--- config.mk ---
export PLATFORM = sky130hd
export DESIGN_NAME = relay_switch_guard
export DESIGN_NICKNAME = d
export VERILOG_FILES = /design/src/design/rsg_pkg.sv /design/src/design/rsg_div.sv /design/src/design/rsg_core.sv /design/src/design/relay_switch_guard.sv
export VERILOG_INCLUDE_DIRS = /design/src /design/src/design
export SDC_FILE = /design/constraint.sdc
export NUM_CORES = 1
export LEC_CHECK = 0
export ABC_AREA = 0
export BUFFER_PORTS_ARGS = -buffer_cell sky130_fd_sc_hd__clkbuf_2
export CORE_AREA = 2 2 254 256
export CTS_CLUSTER_DIAMETER = 60
export DETAILED_ROUTE_END_ITERATION = 12
export DIE_AREA = 0 0 256 258
export SLEW_MARGIN = 25
export SYNTH_ARGS = -nofsm -noshare
export SYNTH_HDL_FRONTEND = slang
export SYNTH_SLANG_ARGS = --single-unit
export TNS_END_PERCENT = 5
--- constraint.sdc ---
create_clock -name clk -period 11.6 [get_ports clk]
set_clock_uncertainty 0.15 [all_clocks]
set_input_delay 2.32 -clock clk [delete_from_list [all_inputs] [get_ports clk]]
set_output_delay 2.32 -clock clk [all_outputs]
set_load 0.1 [all_outputs]
--- src/design/relay_switch_guard_macros.svh ---
// Assertion macros for the relay switch guard.
// Used by the top level only; expects clk and rst_n at the point of use.
`ifndef RELAY_SWITCH_GUARD_MACROS_SVH
`define RELAY_SWITCH_GUARD_MACROS_SVH

// Same-cycle implication, disabled during reset.
`define RSG_ASSERT_NOW(label, ante, cons) \
    label: assert property (@(posedge clk) disable iff (!rst_n) (ante) |-> (cons)) \
        else $error("relay_switch_guard: check failed");

// Next-cycle implication, disabled during reset.
`define RSG_ASSERT_NEXT(label, ante, cons) \
    label: assert property (@(posedge clk) disable iff (!rst_n) (ante) |=> (cons)) \
        else $error("relay_switch_guard: check failed");

`endif

--- src/design/rsg_pkg.sv ---
// Shared types and constants for the relay switch guard.
// No dependencies; used by every module of the block.
`timescale 1ns / 1ps

package rsg_pkg;

    // Item modes
    localparam logic [2:0] MODE_TICK   = 3'd0;
    localparam logic [2:0] MODE_SET    = 3'd1;
    localparam logic [2:0] MODE_TOGGLE = 3'd2;
    localparam logic [2:0] MODE_PULSE  = 3'd3;
    localparam logic [2:0] MODE_CLEAR  = 3'd4;

    // Register indexes (byte address / 4)
    localparam logic [1:0] REG_INVERT_LEVEL    = 2'd0;
    localparam logic [1:0] REG_MAX_SWITCH_HZ   = 2'd1;
    localparam logic [1:0] REG_SAFETY_ENABLE   = 2'd2;
    localparam logic [1:0] REG_SAFETY_LIMIT_MS = 2'd3;

    localparam logic [9:0]  MS_PER_SECOND = 10'd1000;
    localparam logic [31:0] MAX32 = 32'hFFFF_FFFF;
    localparam logic [47:0] MAX48 = 48'hFFFF_FFFF_FFFF;

    typedef struct packed {
        logic [2:0]  mode;
        logic        want_on;
        logic [31:0] pulse_ms;
    } in_item_t;

    typedef struct packed {
        logic        pin_level;
        logic        relay_on;
        logic        status;
        logic        changed;
        logic        pulse_expired;
        logic        safety_tripped;
        logic [31:0] switch_total;
        logic [47:0] on_total_ms;
        logic [47:0] off_total_ms;
        logic [31:0] since_switch_ms;
    } out_item_t;

    // Settings seen by the core
    typedef struct packed {
        logic        invert_level;
        logic        safety_enable;
        logic [31:0] safety_limit_ms;
        logic [9:0]  min_interval;
    } cfg_t;

endpackage

--- src/design/rsg_div.sv ---
// Iterative restoring divider: min_interval = 1000 / max_switch_hz.
// One quotient bit per cycle; uses rsg_pkg constants.
`timescale 1ns / 1ps

module rsg_div (
    input  logic       clk,
    input  logic       rst_n,
    input  logic       start,
    input  logic [9:0] divisor,
    output logic       busy,
    output logic [9:0] quotient
);

    localparam int STEPS = 10;

    logic       busy_reg;
    logic [3:0] cnt_reg;
    logic [9:0] rem_reg;
    logic [9:0] dq_reg;
    logic [9:0] d_reg;
    logic [9:0] q_reg;

    logic [10:0] rem_sh;
    logic        qbit;
    logic [10:0] rem_next;

    always_comb
    begin
        rem_sh   = {rem_reg, dq_reg[9]};
        qbit     = rem_sh >= {1'b0, d_reg};
        rem_next = qbit ? (rem_sh - {1'b0, d_reg}) : rem_sh;
    end

    always_ff @(posedge clk or negedge rst_n)
    begin
        if (!rst_n)
        begin
            busy_reg <= 1'b0;
            cnt_reg  <= '0;
            q_reg    <= '0;
        end
        else if (start)
        begin
            if (divisor == '0)
            begin
                busy_reg <= 1'b0;
                q_reg    <= '0;     // zero hertz: no limit
            end
            else
            begin
                busy_reg <= 1'b1;
                cnt_reg  <= 4'(STEPS);
            end
        end
        else if (busy_reg)
        begin
            cnt_reg <= cnt_reg - 4'd1;
            if (cnt_reg == 4'd1)
            begin
                busy_reg <= 1'b0;
                q_reg    <= {dq_reg[8:0], qbit};
            end
        end
    end

    // datapath, no reset needed
    always_ff @(posedge clk)
    begin
        if (start)
        begin
            rem_reg <= '0;
            dq_reg  <= rsg_pkg::MS_PER_SECOND;
            d_reg   <= divisor;
        end
        else if (busy_reg)
        begin
            rem_reg <= rem_next[9:0];
            dq_reg  <= {dq_reg[8:0], qbit};
        end
    end

    assign busy     = busy_reg;
    assign quotient = q_reg;

endmodule

--- src/design/rsg_core.sv ---
// Relay state, timers, pulse and statistics; next state from one item.
// Uses rsg_pkg types; state advances when step is high.
`timescale 1ns / 1ps

module rsg_core (
    input  logic              clk,
    input  logic              rst_n,
    input  logic              step,
    input  rsg_pkg::in_item_t item,
    input  rsg_pkg::cfg_t     cfg,
    output rsg_pkg::out_item_t result
);

    logic        is_on_reg, is_on_next;
    logic [31:0] since_reg, since_next;
    logic [31:0] ist_reg, ist_next;
    logic [31:0] count_reg, count_next;
    logic [47:0] on_sum_reg, on_sum_next;
    logic [47:0] off_sum_reg, off_sum_next;
    logic        armed_reg, armed_next;
    logic [31:0] left_reg, left_next;

    logic        tick, try_cmd, target, too_fast, refused;
    logic        pulse_end, rate_sw, trip, sw;
    logic [31:0] since_eff, ist_eff;
    logic [48:0] credit_sum;
    logic [47:0] credit_sat;

    always_comb
    begin
        tick      = item.mode == rsg_pkg::MODE_TICK;
        since_eff = (tick && since_reg != rsg_pkg::MAX32) ? since_reg + 32'd1 : since_reg;
        ist_eff   = (tick && ist_reg != rsg_pkg::MAX32) ? ist_reg + 32'd1 : ist_reg;
        too_fast  = cfg.min_interval != '0 && since_eff < {22'd0, cfg.min_interval};
        pulse_end = tick && armed_reg && left_reg <= 32'd1;

        case (item.mode)
            rsg_pkg::MODE_SET:    target = item.want_on;
            rsg_pkg::MODE_TOGGLE: target = !is_on_reg;
            rsg_pkg::MODE_PULSE:  target = 1'b1;
            default:              target = 1'b0;   // pulse end switches off
        endcase
        try_cmd = pulse_end || item.mode == rsg_pkg::MODE_SET
               || item.mode == rsg_pkg::MODE_TOGGLE || item.mode == rsg_pkg::MODE_PULSE;

        refused = try_cmd && too_fast;
        rate_sw = try_cmd && !too_fast && target != is_on_reg;
        // safety trip ignores the rate limit; only if still on
        trip = tick && cfg.safety_enable && is_on_reg && !rate_sw
            && ist_eff >= cfg.safety_limit_ms;
        sw = rate_sw || trip;

        // time spent in the state being left
        credit_sum = {1'b0, (is_on_reg ? on_sum_reg : off_sum_reg)} + {17'd0, ist_eff};
        credit_sat = credit_sum[48] ? rsg_pkg::MAX48 : credit_sum[47:0];

        is_on_next   = sw ? !is_on_reg : is_on_reg;
        since_next   = sw ? '0 : since_eff;
        ist_next     = sw ? '0 : ist_eff;
        count_next   = count_reg;
        on_sum_next  = on_sum_reg;
        off_sum_next = off_sum_reg;
        if (sw)
        begin
            if (count_reg != rsg_pkg::MAX32)
                count_next = count_reg + 32'd1;
            if (is_on_reg)
                on_sum_next = credit_sat;
            else
                off_sum_next = credit_sat;
        end
        if (item.mode == rsg_pkg::MODE_CLEAR)
        begin
            count_next   = '0;
            on_sum_next  = '0;
            off_sum_next = '0;
        end

        armed_next = armed_reg;
        left_next  = left_reg;
        if (pulse_end)
        begin
            armed_next = 1'b0;
            left_next  = '0;
        end
        else if (tick && armed_reg)
            left_next = left_reg - 32'd1;
        else if (item.mode == rsg_pkg::MODE_PULSE && !refused)
        begin
            armed_next = 1'b1;
            left_next  = item.pulse_ms;
        end

        result.pin_level       = is_on_next ^ cfg.invert_level;
        result.relay_on        = is_on_next;
        result.status          = refused;
        result.changed         = sw;
        result.pulse_expired   = pulse_end;
        result.safety_tripped  = trip;
        result.switch_total    = count_next;
        result.on_total_ms     = on_sum_next;
        result.off_total_ms    = off_sum_next;
        result.since_switch_ms = since_next;
    end

    always_ff @(posedge clk or negedge rst_n)
    begin
        if (!rst_n)
        begin
            is_on_reg   <= 1'b0;
            since_reg   <= '0;
            ist_reg     <= '0;
            count_reg   <= '0;
            on_sum_reg  <= '0;
            off_sum_reg <= '0;
            armed_reg   <= 1'b0;
            left_reg    <= '0;
        end
        else if (step)
        begin
            is_on_reg   <= is_on_next;
            since_reg   <= since_next;
            ist_reg     <= ist_next;
            count_reg   <= count_next;
            on_sum_reg  <= on_sum_next;
            off_sum_reg <= off_sum_next;
            armed_reg   <= armed_next;
            left_reg    <= left_next;
        end
    end

endmodule

--- src/design/relay_switch_guard.sv ---
// Relay switch guard top level: APB registers, input and result registers.
// Depends on rsg_pkg, rsg_div, rsg_core and relay_switch_guard_macros.svh.
//
// Usage:
//   in channel  (in_valid/in_ready/in_data): one beat per 1 ms tick or command.
//   out channel (out_valid/out_ready/out_data): exactly one result beat per
//   input beat, in order, carrying the relay state and statistics after it.
//   A beat accepted is captured in the input register, processed by the core
//   once the result slot is free, and shown on out_data from the result register.
//   One beat per cycle while out_ready is high and no division runs: the input
//   register refills in the same cycle its beat moves into the result register.
//   If the receiver stalls, the result register holds; one more beat can
//   still be taken into the input register, after which in_ready drops.
//   APB: registers at byte 0x0 invert_level, 0x4 max_switch_hz,
//   0x8 safety_enable, 0xC safety_limit_ms; pready is always high.
//   A write to max_switch_hz starts a bit-serial division for the
//   minimum switch interval; in_ready is low while it runs.
//   Reset: relay off, all timers, totals and configuration registers zero,
//   both channels empty.
`timescale 1ns / 1ps
`include "relay_switch_guard_macros.svh"

module relay_switch_guard (
    input  logic               clk,
    input  logic               rst_n,
    // APB configuration
    input  logic               psel,
    input  logic               penable,
    input  logic               pwrite,
    input  logic [3:0]         paddr,
    input  logic [31:0]        pwdata,
    output logic [31:0]        prdata,
    output logic               pready,
    // item input
    input  logic               in_valid,
    output logic               in_ready,
    input  rsg_pkg::in_item_t  in_data,
    // result output
    output logic               out_valid,
    input  logic               out_ready,
    output rsg_pkg::out_item_t out_data
);

    // configuration registers
    logic        invert_reg;
    logic [9:0]  hz_reg;
    logic        safety_en_reg;
    logic [31:0] limit_reg;

    logic        cfg_wr;
    logic [1:0]  cfg_idx;
    logic        div_start;
    logic        div_busy;
    logic [9:0]  min_interval;

    rsg_pkg::cfg_t      cfg;
    rsg_pkg::in_item_t  in_data_reg;
    logic               in_valid_reg;
    rsg_pkg::out_item_t out_data_reg;
    logic               out_valid_reg;
    rsg_pkg::out_item_t core_result;
    logic               advance;

    assign pready    = 1'b1;
    assign cfg_wr    = psel && penable && pwrite;
    assign cfg_idx   = paddr[3:2];
    assign div_start = cfg_wr && cfg_idx == rsg_pkg::REG_MAX_SWITCH_HZ;

    always_ff @(posedge clk or negedge rst_n)
    begin
        if (!rst_n)
        begin
            invert_reg    <= 1'b0;
            hz_reg        <= '0;
            safety_en_reg <= 1'b0;
            limit_reg     <= '0;
        end
        else if (cfg_wr)
        begin
            unique case (cfg_idx)
                rsg_pkg::REG_INVERT_LEVEL:    invert_reg    <= pwdata[0];
                rsg_pkg::REG_MAX_SWITCH_HZ:   hz_reg        <= pwdata[9:0];
                rsg_pkg::REG_SAFETY_ENABLE:   safety_en_reg <= pwdata[0];
                rsg_pkg::REG_SAFETY_LIMIT_MS: limit_reg     <= pwdata;
                default: ;
            endcase
        end
    end

    always_comb
    begin
        unique case (cfg_idx)
            rsg_pkg::REG_INVERT_LEVEL:    prdata = {31'd0, invert_reg};
            rsg_pkg::REG_MAX_SWITCH_HZ:   prdata = {22'd0, hz_reg};
            rsg_pkg::REG_SAFETY_ENABLE:   prdata = {31'd0, safety_en_reg};
            rsg_pkg::REG_SAFETY_LIMIT_MS: prdata = limit_reg;
            default:                      prdata = '0;
        endcase
    end

    // min_interval = 1000 / hz, worked out once per write
    rsg_div u_div (
        .clk      (clk),
        .rst_n    (rst_n),
        .start    (div_start),
        .divisor  (pwdata[9:0]),
        .busy     (div_busy),
        .quotient (min_interval)
    );

    always_comb
    begin
        cfg.invert_level    = invert_reg;
        cfg.safety_enable   = safety_en_reg;
        cfg.safety_limit_ms = limit_reg;
        cfg.min_interval    = min_interval;
    end

    // Beat in the input register moves on when the result slot is free.
    assign advance  = in_valid_reg && (!out_valid_reg || out_ready);
    assign in_ready = !div_busy && (!in_valid_reg || advance);

    always_ff @(posedge clk or negedge rst_n)
    begin
        if (!rst_n)
        begin
            in_valid_reg  <= 1'b0;
            out_valid_reg <= 1'b0;
        end
        else
        begin
            if (in_valid && in_ready)
                in_valid_reg <= 1'b1;
            else if (advance)
                in_valid_reg <= 1'b0;

            if (advance)
                out_valid_reg <= 1'b1;
            else if (out_ready)
                out_valid_reg <= 1'b0;
        end
    end

    always_ff @(posedge clk)
    begin
        if (in_valid && in_ready)
            in_data_reg <= in_data;
        if (advance)
            out_data_reg <= core_result;
    end

    rsg_core u_core (
        .clk    (clk),
        .rst_n  (rst_n),
        .step   (advance),
        .item   (in_data_reg),
        .cfg    (cfg),
        .result (core_result)
    );

    assign out_valid = out_valid_reg;
    assign out_data  = out_data_reg;

    // ---- checks ----
    // no beat is taken while the interval is being recomputed
    `RSG_ASSERT_NOW(a_busy_blocks_input, div_busy, !in_ready)
    // a safety trip always leaves the relay off and counts as a change
    `RSG_ASSERT_NOW(a_trip_turns_off, out_valid && out_data.safety_tripped,
        !out_data.relay_on && out_data.changed)
    // a refused beat changes nothing unless the safety trip acted
    `RSG_ASSERT_NOW(a_refused_no_change,
        out_valid && out_data.status && !out_data.safety_tripped, !out_data.changed)
    // pin level follows the logical state through the invert setting
    `RSG_ASSERT_NOW(a_pin_polarity, out_valid,
        out_data.pin_level == (out_data.relay_on ^ invert_reg))
    // a stalled beat in the input register is not lost
    `RSG_ASSERT_NEXT(a_input_held, in_valid_reg && !advance, in_valid_reg)

endmodule
==> results of run 1 <==
logic make-up after synthesis:
logic type,count (synthesis),share of synthesized area
and+or+nand+nor,995,0.167
AOI/OAI and AO/OA,730,0.175
DFF,519,0.495
buffers and inverters,264,0.0433
xor gates and xnor gates,125,0.0389
muxes,103,0.0391
adders and majority gates,92,0.0414
other,1,0.000133
through the flow:
step / instances / power, uW / instance area [um2] / worst slack, ns / hold slack [ns]
after floorplan: 2829 / 5160 / 28200 / 3.13 / 0.291
after global placement: 3817 / 5710 / 30000 / 4.53 / 0.305
after detailed placement: 3817 / 5760 / 30000 / 4.61 / 0.313
after CTS: 3927 / 7610 / 31900 / 4.55 / 0.327
after global routing: 3929 / 7900 / 32000 / 4.10 / 0.341
final: 3929 / 7550 / 32000 / 4.49 / 0.323
critical path, stage by stage, from the launching register on:
cell,delay [ns]
dfrtp_1,0.43
and3_1,0.27
nand3_1,0.15
or3_1,0.39
o31ai_1,0.75
nor4_1,0.10
buf_4,0.22
nor4b_1,0.21
and3_1,0.25
xor2_1,0.18
ha_1,0.32
nand4_1,0.14
nor3_1,0.54
o2111ai_1,0.21
or4_1,0.52
and3_1,0.22
a31o_2,0.23
inv_2,0.07
and2_4,0.18
buf_4,0.75
nand2_1,0.10
buf_4,0.33
o2bb2ai_1,0.22
where the power goes:
group	internal [uW]	switching [uW]	total, uW
Combinational	588	2490	3080
Sequential	2400	244	2640
Clock	1050	771	1830
Total	4040	3510	7550
per-layer routing:
metal / share of wire / vias up / track usage
li1: - / 10600 / -
met4: 0.034 / 0 / 0.0856
met3: 0.046 / 133 / 0.0283
met5: 0 / - / 0
met1: 0.44 / 11000 / 0.310
met2: 0.48 / 615 / 0.381
how the worst max path moves through the flow:
stage	to	cells after the start
finish	u_core.on_sum_reg[1]	22
global route	u_core.on_sum_reg[31]	22
CTS	out_data[109]	21
floorplan	u_core.ist_reg[10]	6
detailed placement	out_data[109]	21
global placement	u_core.on_sum_reg[42]	20
cell type report:
cell class | instances | area, um2
Fill cell | 5777 | 31600
Sequential cell | 519 | 13900
Multi-Input combinational cell | 2046 | 13100
Timing Repair Buffer | 306 | 1670
Clock buffer | 81 | 1600
Tap cell | 855 | 1070
Inverter | 93 | 362
Clock inverter | 29 | 300
synth_stat cells (5+ instances only):
master,count
nand2_1,314
nor2_1,303
dfrtp_1,287
edfxtp_1,212
o21ai_0,207
a21oi_1,145
inv_1,91
ha_1,90
clkbuf_1,80
a211oi_1,76
nand3_1,74
xnor2_1,74
mux2i_1,56
xor2_1,51
o2bb2ai_1,50
a22o_1,47
nor3_1,47
mux2_2,46
nand4_1,44
buf_2,42
o31ai_1,41
and3_1,39
and2_1,37
a21o_1,34
nand2b_1,26
buf_4,25
nor2b_1,23
dfxtp_1,20
nor4_1,19
o2bb2ai_2,19
a31oi_1,18
or3_1,15
a22oi_1,14
a32oi_1,13
buf_1,13
and4_1,12
o211ai_1,9
o21a_1,8
or2_2,8
buf_6,7
nor3b_1,6
a31o_2,5
==> results by group, run 1 <==
STA
  – Fmax: around 0.14 GHz
  – Worst-margin pin slew: between 1 and 1.5 ns
  – Final Cycle Share: 0.613
  – Slew HR: 0.218
  – Hold Vio Cnt, Final: 0
  – Max Slew Vio Count: 0
  – RSZ-0062 raised after global routing: false
  – Setup Viol. Count Final: 0
  – Fin crit period: between 7 and 8 ns
  – Setup TNS: 0 ns

Route
  – Final WL: slightly below 80,000 um
  – DRC errors left: 0
  – Pre-antenna DRT Iters: 5
  – Routed WL per cell: approximately 20 um
  – Vias per cell: 5.69
  – Routed Antenna Nets: 0
  – Vias post-DR: 22.4k
  – Number of DRC markers in iteration 0: around 1.6k

Floorplanning
  – Die height: 258 um
  – Starting Density: 0.442
  – DIE WIDTH: 256 um
  – IO Pins: between 200 and 300
  – FP Rows: just over 90
  – Core area: ~64,000 um2
  – Die area: roughly 66,000 um2

Clock network
  – Post-CTS setup buffer count: 0
  – Post-CTS sizing: 0
  – Root buffer cell: clkbuf_16
  – CTS Buf Count: between 50 and 60
  – Clock Path Buffers: 3
  – H-Tree Depth: 2
  – Hold-fix buffers, CTS: 0
  – Reg clk slew, reported paths: roughly 0.06 ns
  – Num Clock Sinks: slightly above 500
  – CTS tree: built
  – Clock latency on the worst-skew pair: between 0.6 and 0.7 ns

Setup path
  – Critical Path Source: u_core.ist_reg[3]
  – Arr. time, crit path: 7.51 ns
  – Crit start category: flip-flop
  – R2r setup slk: 4.49 ns
  – FF-to-FF Start: u_core.ist_reg[3]
  – CP Class: reg -> reg
  – R2r worst-path depth: 22
  – Nature of the critical path endpoint: flip-flop
  – Crit path required time: approximately 12 ns
  – Worst r2r dst: u_core.on_sum_reg[1]
  – Crit Path Max Fanout: 87

GRT
  – Grt ovf: 0
  – Vias in the first global route: ~22k
  – Total track usage: 0.230
  – Initial antenna violation count: 0
  – Largest net degree at the start of global routing: 164
  – First-pass GRT wire length: between 100,000 and 150,000 um

Min path
  – Min-Delay Endpoint: hz_reg[8]
  – Critical hold path startpoint: hz_reg[8]
  – Hold Crit Class: reg -> reg
  – Hold-critical path depth: 2

Layout
  – Share of layout cells above drive strength 1: 0.164
  – Most frequent cells in the layout: 313 x nand2_1, 301 x nor2_1, 286 x dfrtp_1
  – Commonest non-fill, non-tap cell in the layout: nand2_1
  – Max FFs per register: around 170
  – Post-layout util: 0.503
  – Area grow syn2layout: 13.6%
  – Nets: around 3.2k
  – Antenna Cells: 0

Yosys
  – Yosys warns: 0
  – Dominant cells by area after synthesis: dfrtp_1 26%, edfxtp_1 23%, nand2_1 4.2%, nor2_1 4.0%, ha_1 4.0%
  – Synth area leader: dfrtp_1
  – Mean area per synthesized cell: roughly 10 um2
  – Sequential share of the synthesized area: 0.495
  – Syn nets: approximately 3.0k
  – EDFF count, synth: between 200 and 250
  – Post-Synthesis Cell Area: ~28,000 um2
  – Main synth FF type: dfrtp_1
  – #FFs+latches synth: roughly 520
  – Unique masters post-synth: 84
  – Cell count after synthesis: 2,829
  – Post-synth ARST share: 0.553
  – Post-synth top area share: 0.255

Place
  – GPL Wtd Cong: 0.900
  – Final HPWL DP: ~52,000 um
  – Port buffer count: around 280

Power
  – Leak: around 0.014 uW
  – Pwr Density: ~240 nW/um2
  – Peak supply drop: between 0.1 and 0.15 mV

Outcome
  – Status: complete, no violations

Flow run
  – Number of max-cap violations: 0
Power figures use the tool's default switching activity.
==> inputs of run 2 (changes only) <==
==> constraint.sdc (replaced) <==
create_clock -name clk -period 7.1 [get_ports clk]
set_clock_uncertainty 0.15 [all_clocks]
set_input_delay 1.42 -clock clk [delete_from_list [all_inputs] [get_ports clk]]
set_output_delay 1.42 -clock clk [all_outputs]
set_load 0.1 [all_outputs]
==> results by group, run 2 (synthesis gave the netlist of run 1 again) <==
Outcome
  – Status: complete, no violations

Clock network
  – Post-CTS sizing: 0
  – CTS Buf Count: a little under 60
  – Num Clock Sinks: a little over 500
  – Clock latency on the worst-skew pair: between 0.6 and 0.7 ns
  – H-Tree Depth: 2
  – Post-CTS setup buffer count: 0
  – Clock Path Buffers: 3
  – Hold-fix buffers, CTS: 0
  – Root buffer cell: clkbuf_16
  – CTS tree: built
  – Reg clk slew, reported paths: around 0.06 ns

Layout
  – Share of layout cells above drive strength 1: 0.170
  – Max FFs per register: roughly 170
  – Commonest non-fill, non-tap cell in the layout: nand2_1
  – Antenna Cells: 0
  – Fill cells: between 5k and 6k
  – Most frequent cells in the layout: 313 x nand2_1, 301 x nor2_1, 286 x dfrtp_1
  – Area grow syn2layout: 13.9%
  – Nets: about 3.2k

GRT
  – Initial antenna violation count: 0
  – First-pass GRT wire length: 125,000 um
  – Total track usage: 0.235
  – Vias in the first global route: approximately 22k
  – Grt ovf: 0
  – Largest net degree at the start of global routing: 119

Setup path
  – CP Class: reg -> reg
  – FF-to-FF Start: in_data_reg[34]
  – Critical Path Max Stage Delay: between 0.7 and 0.8 ns
  – Slowest CP cell: a31oi_1
  – Crit path required time: between 7 and 8 ns
  – Critical Path Source: in_data_reg[34]
  – Crit path cell chain: or3_1 -> a31oi_1 -> and4_1 -> nand2_1 -> xnor2_1 -> ha_1 -> a221oi_1 -> nand4_1 -> nor4_1 -> a31o_2 -> buf_4 -> nand2_1 -> buf_4 -> or3_1 -> o21ai_0
  – Nature of the critical path endpoint: flip-flop
  – CP Buf/Inv Count: 2
  – Family with the most delay on the worst path: simple AND/OR/NAND/NOR gates
  – Crit Path Max Fanout: 46
  – Crit start category: flip-flop
  – Arr. time, crit path: around 6.7 ns

Floorplanning
  – DIE WIDTH: approximately 260 um
  – FP Rows: between 90 and 100
  – Die area: 66,000 um2
  – Die height: 258 um
  – Core area: approximately 64,000 um2
  – IO Pins: 280
  – Starting Density: 0.442

STA
  – Fin crit period: approximately 6.3 ns
  – Slew HR: 0.323
  – RSZ-0062 raised after global routing: false
  – Max Slew Vio Count: 0
  – Fmax: 0.159 GHz
  – Hold Vio Cnt, Final: 0
  – Setup TNS: 0 ns
  – Worst Slack Setup Final: approximately 0.81 ns
  – Final Cycle Share: 0.885
  – Worst-margin pin slew: ~1 ns
  – Setup Viol. Count Final: 0

Route
  – Vias per cell: 5.66
  – Routed WL per cell: ~20 um
  – Number of DRC markers in iteration 0: 1,646
  – Vias post-DR: 22.3k
  – Pre-antenna DRT Iters: 8
  – Routed Antenna Nets: 0
  – DRC errors left: 0
  – Final WL: 78,300 um

Place
  – Port buffer count: about 280
  – GPL Wtd Cong: just over 0.9
  – Pre-CTS WS: 0.828 ns
  – Final HPWL DP: between 50,000 and 60,000 um

Power
  – Total power: between 10,000 and 15,000 uW
  – Leak: roughly 0.014 uW
  – Peak supply drop: about 0.27 mV
  – Pwr Density: 385 nW/um2

Flow run
  – Number of max-cap violations: 0

Min path
  – Hold Crit Class: reg -> reg
  – Critical hold path startpoint: hz_reg[0]
[run 2: through the flow]
stage / instances / hold slack (ns) / util / area (um2)
after floorplan: 2829 / 0.291 / - / 28200
after global placement: 3828 / 0.305 / 0.474 / 30200
after detailed placement: 3828 / 0.311 / 0.474 / 30200
after CTS: 3938 / 0.327 / 0.503 / 32000
after global routing: 3939 / 0.343 / 0.504 / 32100
final: 3939 / 0.323 / 0.504 / 32100
[run 2: worst min-delay path, stage by stage, from the launching register on]
cell,delay (ns)
dfrtp_1,0.34
nand2_1,0.05
nand2_1,0.05
[run 2: worst paths after layout]
path / to / slack (ns) / depth (start not counted)
max: u_core.since_reg[16] / 0.81 / 15
min: hz_reg[0] / 0.32 / 2
max reg2reg: u_core.since_reg[16] / 0.81 / 15
min reg2reg: hz_reg[0] / 0.32 / 2
max in group asynchronous: u_core.is_on_reg / 4.86 / 3
min in group asynchronous: limit_reg[24] / 0.51 / 1
[run 2: cell type report]
type | instances | area [um2] | share of cell area
flip-flops and latches | 519 | 13900 | 0.435
multi-input cells | 2046 | 13100 | 0.407
repair buffers | 316 | 1760 | 0.0549
clock buffers | 70 | 1550 | 0.0482
well taps | 855 | 1070 | 0.0333
inverters | 93 | 357 | 0.0111
clock inverters | 40 | 340 | 0.0106
[run 2: per-layer routing]
layer | share of wire | global-route usage | vias up | routed length, um
met5 | 0 | 0 | - | 0
met4 | 0.027 | 0.0776 | 0 | 2110
met3 | 0.041 | 0.0277 | 117 | 3190
met2 | 0.48 | 0.394 | 549 | 37700
met1 | 0.45 | 0.318 | 11000 | 35300
li1 | - | - | 10700 | -
[run 2: power breakdown]
group / internal (uW) / leakage, uW / total [uW] / switching [uW]
combinational: 979 / 0.00687 / 5060 / 4080
clock: 1670 / 0.000907 / 2970 / 1300
sequential: 3910 / 0.00605 / 4320 / 404
